**src/rtl/core/vlpc_pkg.sv**
```systemverilog
package vlpc_pkg;

  localparam int VALUE_BITS_DEFAULT = 64;

  // queue between the classifying front and the serializing back
  localparam int QUEUE_DEPTH = 4;
  localparam int QUEUE_AW    = $clog2(QUEUE_DEPTH);

  localparam int             SHORT_MAX     = 8;
  localparam logic [3:0]     LONG_COUNT    = 4'd10;
  localparam logic [7:0]     LONG_PREFIX0  = 8'h00;
  localparam logic [7:0]     LONG_PREFIX1  = 8'h40;
  localparam logic [15:0]    LEN_SAT       = 16'hFFFF;
  localparam logic [7:0]     ZERO_BYTE     = 8'h00;
  localparam logic [15:0]    ZERO_RUN_BYTES = 16'd7;

  typedef enum logic [1:0] {
    PH_IDLE,
    PH_ZEROS,
    PH_READ
  } phase_t;

  typedef enum logic {
    ENT_BYTES,
    ENT_SINGLE
  } entry_kind_t;

  // ENT_BYTES: data holds the coded bytes, first byte in the top 8 bits.
  // ENT_SINGLE: data[63:0] holds the decoded number.
  typedef struct packed {
    entry_kind_t kind;
    logic [79:0] data;
    logic [3:0]  count;
    logic [15:0] length;
    logic        value_valid;
    logic        error;
  } entry_t;

  typedef struct packed {
    logic full;
    logic empty;
  } queue_status_t;

endpackage

```
**src/rtl/core/vlpc_front.sv**
```systemverilog
module vlpc_front #(
  parameter int VALUE_BITS = vlpc_pkg::VALUE_BITS_DEFAULT
) (
  input  logic                    clk,
  input  logic                    rst,
  input  logic                    s_tvalid,
  output logic                    s_tready,
  input  logic [87:0]             s_tdata,
  input  logic                    s_tuser,
  input  vlpc_pkg::queue_status_t q_stat,
  output logic                    push,
  output vlpc_pkg::entry_t        push_entry
);

  logic        accept;
  logic        mode;
  logic [7:0]  in_byte;
  logic [15:0] room;
  logic [63:0] v;

  vlpc_pkg::phase_t        phase, phase_next;
  logic [15:0]             bytes_left, bytes_left_next;
  logic [VALUE_BITS-1:0]   acc, acc_next;
  logic [15:0]             bytes_consumed, bytes_consumed_next;
  logic [15:0]             latched_room, latched_room_next;

  // encode classification
  logic        enc_found;
  logic [3:0]  enc_len;
  logic [79:0] enc_data;
  logic        enc_err;

  // decode step
  logic        idle;
  logic [15:0] eff_lr, eff_bc, eff_bl;
  logic [VALUE_BITS-1:0] eff_acc;
  logic        over;
  logic [15:0] err_len, bc1;
  logic [2:0]  msb;
  logic [7:0]  low_mask;
  logic [16:0] bl_sum;
  logic [15:0] bl_sat;
  logic        dec_push;
  vlpc_pkg::entry_t dec_entry, enc_entry;

  assign mode    = s_tuser;
  assign v       = 64'(s_tdata[VALUE_BITS-1:0]);
  assign in_byte = s_tdata[71:64];
  assign room    = s_tdata[87:72];

  assign s_tready = !q_stat.full;
  assign accept   = s_tvalid && s_tready;

  always_comb begin
    enc_found = 1'b0;
    enc_len   = vlpc_pkg::LONG_COUNT;
    enc_data  = {vlpc_pkg::LONG_PREFIX0, vlpc_pkg::LONG_PREFIX1, v};
    for (int l = 1; l <= vlpc_pkg::SHORT_MAX; l++) begin
      if (!enc_found && (v < ((64'd1 << (7 * l)) - 64'd1))) begin
        enc_found = 1'b1;
        enc_len   = 4'(l);
        enc_data  = {((64'd1 << (7 * l)) | v) << (8 * (vlpc_pkg::SHORT_MAX - l)), 16'h0};
      end
    end
  end

  assign enc_err = {12'h0, enc_len} > room;

  always_comb begin
    enc_entry             = '0;
    enc_entry.kind        = enc_err ? vlpc_pkg::ENT_SINGLE : vlpc_pkg::ENT_BYTES;
    enc_entry.data        = enc_err ? 80'h0 : enc_data;
    enc_entry.count       = enc_len;
    enc_entry.length      = enc_err ? 16'h0 : {12'h0, enc_len};
    enc_entry.value_valid = 1'b0;
    enc_entry.error       = enc_err;
  end

  assign idle    = (phase == vlpc_pkg::PH_IDLE);
  assign eff_lr  = idle ? room : latched_room;
  assign eff_bc  = idle ? 16'h0 : bytes_consumed;
  assign eff_bl  = idle ? 16'h0 : bytes_left;
  assign eff_acc = idle ? '0 : acc;
  assign over    = eff_bc >= eff_lr;
  assign err_len = (eff_bc != vlpc_pkg::LEN_SAT) ? eff_bc + 16'd1 : vlpc_pkg::LEN_SAT;
  assign bc1     = eff_bc + 16'd1;

  always_comb begin
    msb = 3'd0;
    for (int i = 0; i < 8; i++) begin
      if (in_byte[i]) msb = 3'(i);
    end
  end

  assign low_mask = (8'd1 << msb) - 8'd1;
  // a zero byte adds a full run of seven, otherwise the marker position sets it
  assign bl_sum   = {1'b0, eff_bl} + ((in_byte == vlpc_pkg::ZERO_BYTE) ?
                    {1'b0, vlpc_pkg::ZERO_RUN_BYTES} : 17'(7 - {14'h0, msb}));
  assign bl_sat   = bl_sum[16] ? vlpc_pkg::LEN_SAT : bl_sum[15:0];

  always_comb begin
    phase_next          = idle ? vlpc_pkg::PH_IDLE : phase;
    bytes_left_next     = eff_bl;
    acc_next            = eff_acc;
    bytes_consumed_next = eff_bc;
    latched_room_next   = eff_lr;
    dec_push            = 1'b0;
    dec_entry           = '0;
    dec_entry.kind      = vlpc_pkg::ENT_SINGLE;
    if (over) begin
      dec_push              = 1'b1;
      dec_entry.length      = err_len;
      dec_entry.error       = 1'b1;
      phase_next            = vlpc_pkg::PH_IDLE;
      bytes_left_next       = 16'h0;
      acc_next              = '0;
      bytes_consumed_next   = 16'h0;
    end else begin
      bytes_consumed_next = bc1;
      if (phase == vlpc_pkg::PH_READ) begin
        acc_next        = {eff_acc[VALUE_BITS-9:0], in_byte};
        bytes_left_next = eff_bl - 16'd1;
      end else if (in_byte == vlpc_pkg::ZERO_BYTE) begin
        bytes_left_next = bl_sat;
        phase_next      = vlpc_pkg::PH_ZEROS;
      end else begin
        bytes_left_next = bl_sat;
        acc_next        = VALUE_BITS'(in_byte & low_mask);
        phase_next      = vlpc_pkg::PH_READ;
      end
      if (phase_next == vlpc_pkg::PH_READ && bytes_left_next == 16'h0) begin
        dec_push              = 1'b1;
        dec_entry.data        = {16'h0, 64'(acc_next)};
        dec_entry.value_valid = 1'b1;
        dec_entry.length      = bc1;
        phase_next            = vlpc_pkg::PH_IDLE;
        bytes_left_next       = 16'h0;
        acc_next              = '0;
        bytes_consumed_next   = 16'h0;
      end
    end
  end

  assign push       = accept && (!mode || dec_push);
  assign push_entry = mode ? dec_entry : enc_entry;

  always_ff @(posedge clk) begin
    if (rst) begin
      phase          <= vlpc_pkg::PH_IDLE;
      bytes_left     <= 16'h0;
      acc            <= '0;
      bytes_consumed <= 16'h0;
      latched_room   <= 16'h0;
    end else if (accept && mode) begin
      phase          <= phase_next;
      bytes_left     <= bytes_left_next;
      acc            <= acc_next;
      bytes_consumed <= bytes_consumed_next;
      latched_room   <= latched_room_next;
    end
  end

endmodule

```
**src/rtl/core/vlpc_fifo.sv**
```systemverilog
module vlpc_fifo (
  input  logic                    clk,
  input  logic                    rst,
  input  logic                    push,
  input  vlpc_pkg::entry_t        push_entry,
  input  logic                    pop,
  output vlpc_pkg::entry_t        head,
  output vlpc_pkg::queue_status_t q_stat
);

  vlpc_pkg::entry_t mem [vlpc_pkg::QUEUE_DEPTH];
  logic [vlpc_pkg::QUEUE_AW-1:0] wr_ptr, rd_ptr;
  logic [vlpc_pkg::QUEUE_AW:0]   fill;

  assign head         = mem[rd_ptr];
  assign q_stat.full  = (fill == (vlpc_pkg::QUEUE_AW + 1)'(vlpc_pkg::QUEUE_DEPTH));
  assign q_stat.empty = (fill == '0);

  always_ff @(posedge clk) begin
    if (push) mem[wr_ptr] <= push_entry;
  end

  always_ff @(posedge clk) begin
    if (rst) begin
      wr_ptr <= '0;
      rd_ptr <= '0;
      fill   <= '0;
    end else begin
      if (push) wr_ptr <= wr_ptr + 1'b1;
      if (pop)  rd_ptr <= rd_ptr + 1'b1;
      case ({push, pop})
        2'b10:   fill <= fill + 1'b1;
        2'b01:   fill <= fill - 1'b1;
        default: fill <= fill;
      endcase
    end
  end

endmodule

```
**src/rtl/core/vlpc_back.sv**
```systemverilog
module vlpc_back (
  input  logic                    clk,
  input  logic                    rst,
  input  vlpc_pkg::entry_t        head,
  input  vlpc_pkg::queue_status_t q_stat,
  output logic                    pop,
  output logic                    m_tvalid,
  input  logic                    m_tready,
  output logic [87:0]             m_tdata,
  output logic [2:0]              m_tuser,
  output logic                    m_tlast
);

  logic        advance;
  logic [79:0] sr;
  logic [3:0]  rem;
  logic [15:0] cur_len;

  logic [7:0]  out_byte;
  logic        byte_valid;
  logic        last;
  logic [63:0] decoded_value;
  logic        value_valid;
  logic [15:0] length;
  logic        error;

  assign advance = !m_tvalid || m_tready;
  assign pop     = advance && (rem == 4'd0) && !q_stat.empty;

  assign m_tdata = {length, decoded_value, out_byte};
  assign m_tuser = {error, value_valid, byte_valid};
  assign m_tlast = last;

  always_ff @(posedge clk) begin
    if (rst) begin
      m_tvalid <= 1'b0;
      rem      <= 4'd0;
    end else if (advance) begin
      if (rem != 4'd0) begin
        // still draining the bytes of an encoded number
        m_tvalid      <= 1'b1;
        out_byte      <= sr[79:72];
        sr            <= sr << 8;
        rem           <= rem - 4'd1;
        last          <= (rem == 4'd1);
        byte_valid    <= 1'b1;
        decoded_value <= 64'h0;
        value_valid   <= 1'b0;
        length        <= cur_len;
        error         <= 1'b0;
      end else if (!q_stat.empty) begin
        m_tvalid <= 1'b1;
        if (head.kind == vlpc_pkg::ENT_SINGLE) begin
          out_byte      <= 8'h0;
          byte_valid    <= 1'b0;
          last          <= 1'b1;
          decoded_value <= head.data[63:0];
          value_valid   <= head.value_valid;
          length        <= head.length;
          error         <= head.error;
        end else begin
          out_byte      <= head.data[79:72];
          sr            <= head.data << 8;
          rem           <= head.count - 4'd1;
          cur_len       <= head.length;
          byte_valid    <= 1'b1;
          last          <= (head.count == 4'd1);
          decoded_value <= 64'h0;
          value_valid   <= 1'b0;
          length        <= head.length;
          error         <= 1'b0;
        end
      end else begin
        m_tvalid <= 1'b0;
      end
    end
  end

endmodule

```
**src/rtl/core/varint_length_prefix_codec.sv**
```systemverilog
// Variable-length integer codec (EBML-style length prefix). Each input
// transaction is either an encode (tuser = 0: the value is written as 1 to 8
// marker-prefixed bytes, or as the 10-byte form 0x00 0x40 + 8 value bytes, or
// as a single error result if the length exceeds room) or a decode of one
// coded byte (tuser = 1: a result only when a number completes or the room
// latched at its first byte is exceeded). Input is taken in the same cycle
// whenever the 4-entry result queue has space, so decode runs at one byte per
// cycle. The output serializer sends an encoded number byte by byte (1 to 10
// bytes, tlast on the last), a single result alone with tlast set; it holds
// while m_tready is low, and input stalls only once the queue is full, as
// behind long encodes. No initialization pass is needed after reset.
module varint_length_prefix_codec #(
  parameter int VALUE_BITS = vlpc_pkg::VALUE_BITS_DEFAULT
) (
  input  logic        clk,
  input  logic        rst,
  input  logic        s_tvalid,
  output logic        s_tready,
  input  logic [87:0] s_tdata,   // value[63:0], in_byte[71:64], room[87:72]
  input  logic        s_tuser,   // mode
  output logic        m_tvalid,
  input  logic        m_tready,
  output logic [87:0] m_tdata,   // out_byte[7:0], decoded_value[71:8], length[87:72]
  output logic [2:0]  m_tuser,   // byte_valid[0], value_valid[1], error[2]
  output logic        m_tlast    // last
);

  logic                    q_push;
  logic                    q_pop;
  vlpc_pkg::entry_t        q_in;
  vlpc_pkg::entry_t        q_head;
  vlpc_pkg::queue_status_t q_stat;

  vlpc_front #(
    .VALUE_BITS(VALUE_BITS)
  ) u_front (
    .clk        (clk),
    .rst        (rst),
    .s_tvalid   (s_tvalid),
    .s_tready   (s_tready),
    .s_tdata    (s_tdata),
    .s_tuser    (s_tuser),
    .q_stat     (q_stat),
    .push       (q_push),
    .push_entry (q_in)
  );

  vlpc_fifo u_fifo (
    .clk        (clk),
    .rst        (rst),
    .push       (q_push),
    .push_entry (q_in),
    .pop        (q_pop),
    .head       (q_head),
    .q_stat     (q_stat)
  );

  vlpc_back u_back (
    .clk      (clk),
    .rst      (rst),
    .head     (q_head),
    .q_stat   (q_stat),
    .pop      (q_pop),
    .m_tvalid (m_tvalid),
    .m_tready (m_tready),
    .m_tdata  (m_tdata),
    .m_tuser  (m_tuser),
    .m_tlast  (m_tlast)
  );

  a_no_overflow: assert property (@(posedge clk) disable iff (rst)
    q_push |-> !q_stat.full)
    else $error("queue written while full");

  a_pop_nonempty: assert property (@(posedge clk) disable iff (rst)
    q_pop |-> !q_stat.empty)
    else $error("queue read while empty");

  a_bytes_continue: assert property (@(posedge clk) disable iff (rst)
    (m_tvalid && m_tready && m_tuser[0] && !m_tlast) |=> (m_tvalid && m_tuser[0]))
    else $error("encoded number cut short");

  a_single_is_last: assert property (@(posedge clk) disable iff (rst)
    (m_tvalid && !m_tuser[0]) |-> m_tlast)
    else $error("non-byte result without last");

  a_decode_len: assert property (@(posedge clk) disable iff (rst)
    (m_tvalid && m_tuser[1]) |-> (m_tdata[87:72] != 16'h0 && !m_tuser[2]))
    else $error("decoded number with bad length or error");

endmodule

```
**config.mk**
```make
export PLATFORM = sky130hd
export DESIGN_NAME = varint_length_prefix_codec
export DESIGN_NICKNAME = d
export VERILOG_FILES = /design/src/rtl/core/vlpc_pkg.sv /design/src/rtl/core/vlpc_front.sv /design/src/rtl/core/vlpc_fifo.sv /design/src/rtl/core/vlpc_back.sv /design/src/rtl/core/varint_length_prefix_codec.sv
export SDC_FILE = /design/constraint.sdc
export NUM_CORES = 1
export LEC_CHECK = 0
export ABC_CLOCK_PERIOD_IN_PS = 10860
export CAP_MARGIN = 20
export CORE_UTILIZATION = 50
export DETAILED_ROUTE_END_ITERATION = 6
export DONT_BUFFER_PORTS = 1
export HOLD_SLACK_MARGIN = 0.08
export PLACE_DENSITY = 0.73
export REMOVE_ABC_BUFFERS = 1
export SLEW_MARGIN = 20
export SYNTH_ARGS = -nofsm -noshare
export SYNTH_HDL_FRONTEND = slang
export SYNTH_HIERARCHICAL = 1
export SYNTH_SLANG_ARGS = --single-unit
export TNS_END_PERCENT = 5
```
**constraint.sdc**
```tcl
create_clock -name clk -period 10.86 [get_ports clk]
set_clock_uncertainty 0.2 [all_clocks]
set_input_delay 2.715 -clock clk [delete_from_list [all_inputs] [get_ports clk]]
set_output_delay 2.715 -clock clk [all_outputs]
set_load 0.02 [all_outputs]
```
==> impl_results.md <==
* DR iter-0 viols at between 2000 and 3000
* CTS H-tree lvls at 3
* Core area at 64800 µm²
* Critical path type: in -> reg
* Max Freq at ~120 MHz
* Met2 Use GR at 0.443
* Unrepaired setup endpoints after global routing: no
* Largest net degree at the start of global routing at 100
* Initial antenna violation count at 2
* Post-detail-place hpwl at approximately 63000 µm
* Met3 Use GR at 0.0792
* Crit path max fanout at 24
* MaxCap Viol Count at 0
* Gr ovfl total at 0
* Worst setup path start: s_tdata[58]
* Commonest non-fill, non-tap cells in the layout: edfxtp_1, nand2_1, dfxtp_1, nor2_1, mux4_2
* Area taken by multi-input logic gates at around 11000 µm²
* PortBufs at 0
* Static Leak at approximately 12 nW
* Mean post-synth cell area at ~13 µm²
* Top_reg_cell synth: edfxtp_1
* Gr busiest metal: met2
* DR vias at approximately 22000
* Clk sinks at approximately 700
* #FFs+latches synth at just over 700
* First-pass GRT wire length at 141000 µm
* Starting Density at 0.508
* Area Growth Syn to Fin at 8.22%
* Number of I/O pins at 187
* Die Ht at around 260 µm
* Length in cells of the worst reg-to-reg path at 16
* Sequential area share after synthesis at 0.618
* Worst Path Arrival at about 8400 ps
* CP required at 11120 ps
* Worst R2R End: u_fifo/mem[0][55]
* GRT Total Usage at 0.284
* Setup slack, reg-to-reg at ~4200 ps
* Synth warnings at 6
* Post-route minimum period at ~8100 ps
* CTS clock-pin slew for the worst setup and hold paths at ~60 ps
* Quantity of gates resized following cts at 0
* Die Wd at between 200 and 300 µm
* Final Max Tran Viols at 0
* Root Buffer: clkbuf_16
* Outcome: finished clean
* R2r startpoint: u_front/phase[1]
* Placer Congestion at about 1
* Setup violators final at 0
* Layout net count at roughly 2600
* Commonest non-fill, non-tap cell in the layout: edfxtp_1
* CP endpoint: u_fifo/mem[3][35]
* Vias in the first global route at about 21000
* Hold Buf Count CTS at 0
* Sequential Area at between 20000 and 25000 µm²
* Pwr Density at approximately 220 nW/µm²
* Worst-margin pin slew at around 1300 ps
* Hold Path Class: reg -> reg
* Crit. End Element: register
* Clk Latency, worst-skew pair at about 630 ps
* Layout cell share with drive strength beyond 1 at 0.131
* Count of different cell masters after synthesis at 100
* Worst-case clock buffer depth at 3
* First-pass DRT Iterations at 6
* CTS tree: built
* Setup Fix Bufs, Post-CTS at 0
* Final Cycle Share at 0.747
* Fin util at 0.550
* Worst relative slew slack at 0.143
* Setup TNS at 0 ps
* WL/cell at between 20 and 30 µm
* Drt drc at 0
* Async set-or-reset flop fraction in the synthesized netlist at 0
* Vias per inst at between 6 and 7
* Antenna viol nets, final at 0
* # diodes at 0
* Crit start category: primary input
* Fillers at 5081
* CTS Buf Count at 75
* Std-Cell Rows at 93
* Post-synthesis cell count at 2512
* Total Die Area at 66900 µm²
* Routed WL at 95600 µm
* Met1 usage at 0.388
* Maximum VDD drop at between 0.15 and 0.2 mV
* Final hold viol count at 0
* Count of flip-flops with a built-in enable after synthesis at about 590
* Post-Syn Area at about 33000 µm²
[flip-flops by register name, indices dropped and copies added, names as in the netlist, 2 cells and up, named ones only]
name / flops
u_fifo/fill: 3
u_front/phase: 2
u_fifo/rd_ptr: 2
u_fifo/mem: 412
u_back/cur_len: 16
u_fifo/wr_ptr: 2
u_front/bytes_left: 16
u_back/out_byte: 8
u_front/acc: 64
u_back/decoded_value: 64
u_back/rem: 4
u_front/latched_room: 16
u_back/length: 16
u_front/bytes_consumed: 16
u_back/sr: 72
[worst min-delay path by stage]
stage,from,to,slack [ps],depth (start not counted)
floorplan,u_front/bytes_consumed[15],u_front/bytes_consumed[15],220,2
global placement,u_front/bytes_consumed[15],u_front/bytes_consumed[15],230,2
detailed placement,u_front/bytes_consumed[15],u_front/bytes_consumed[15],250,2
CTS,u_front/bytes_consumed[15],u_front/bytes_consumed[15],260,2
global route,u_front/bytes_consumed[10],u_front/bytes_consumed[10],280,2
finish,u_front/bytes_consumed[15],u_front/bytes_consumed[15],260,2
[stage by stage]
step           hold WS (ps)  power [mW]  cells  setup WS [ps]  cell area (µm²)
6_report                262        7.77   3344           2750            35600
5_1_grt                 279        8.08   3344           2380            35600
4_1_cts                 261        7.81   3343           3020            35600
3_5_place_dp            248        5.41   3206           2400            33400
3_3_place_gp            229        5.35   3206           2230            33400
2_1_floorplan           218        4.94   2306          -1660            31800
[kinds of logic (layout without fill, tap and decap cells)]
kind of cell | after synthesis | count (layout) | share of synthesized area
fa+ha+maj | 36 | 36 | 0.0141
compound gates | 560 | 560 | 0.128
flops | 720 | 720 | 0.618
xor+xnor | 28 | 28 | 0.00745
buf+inv | 250 | 227 | 0.0381
simple gates | 778 | 778 | 0.113
mux | 140 | 140 | 0.0817
[power breakdown]
| part | internal (mW) | switching (mW) | total [mW] |
|---|---|---|---|
| Clock | 1.32 | 1.07 | 2.39 |
| Combinational | 0.448 | 0.978 | 1.43 |
| Sequential | 3.57 | 0.371 | 3.95 |
| Total | 5.35 | 2.42 | 7.77 |
[worst max-delay path, stage by stage]
cell and delay [ps]:
nor4_1 360, nand4_1 430, nor4_2 550, nand3b_1 500
and2_1 490, nor4_2 580, ha_1 250, nor2b_1 50
o21a_1 150, o21ai_0 140, a21oi_1 100, nor2_2 70
buf_4 320, nand2_1 440, nor2_2 870, a22o_1 330
[cell type report]
| type | count | area share |
|---|---|---|
| Sequential cell | 720 | 0.571 |
| Multi-Input combinational cell | 1542 | 0.321 |
| Clock buffer | 102 | 0.0569 |
| Tap cell | 855 | 0.0300 |
| Timing Repair Buffer | 46 | 0.0103 |
| Clock inverter | 35 | 0.00642 |
| Inverter | 44 | 0.00463 |
[routing by layer]
layer	up-vias	share of wire
li1	9564	-
met3	146	0.11
met2	1205	0.47
met4	4	0.024
met5	-	0.00036
met1	11100	0.40
[synthesized netlist by cell type, types with 46 or more instances]
cell type    n  area, µm²
a21oi_1     81        405
a22o_1      98        858
a22oi_1     49        368
and3_1      75        469
buf_2       66        330
clkbuf_1   104        390
dfxtp_1    128       2560
edfxtp_1   592      17800
mux4_2     103       2320
nand2_1    373       1400
nor2_1     129        484
o21ai_0     46        230
Note: power is estimated with default switching activity, not from simulation.
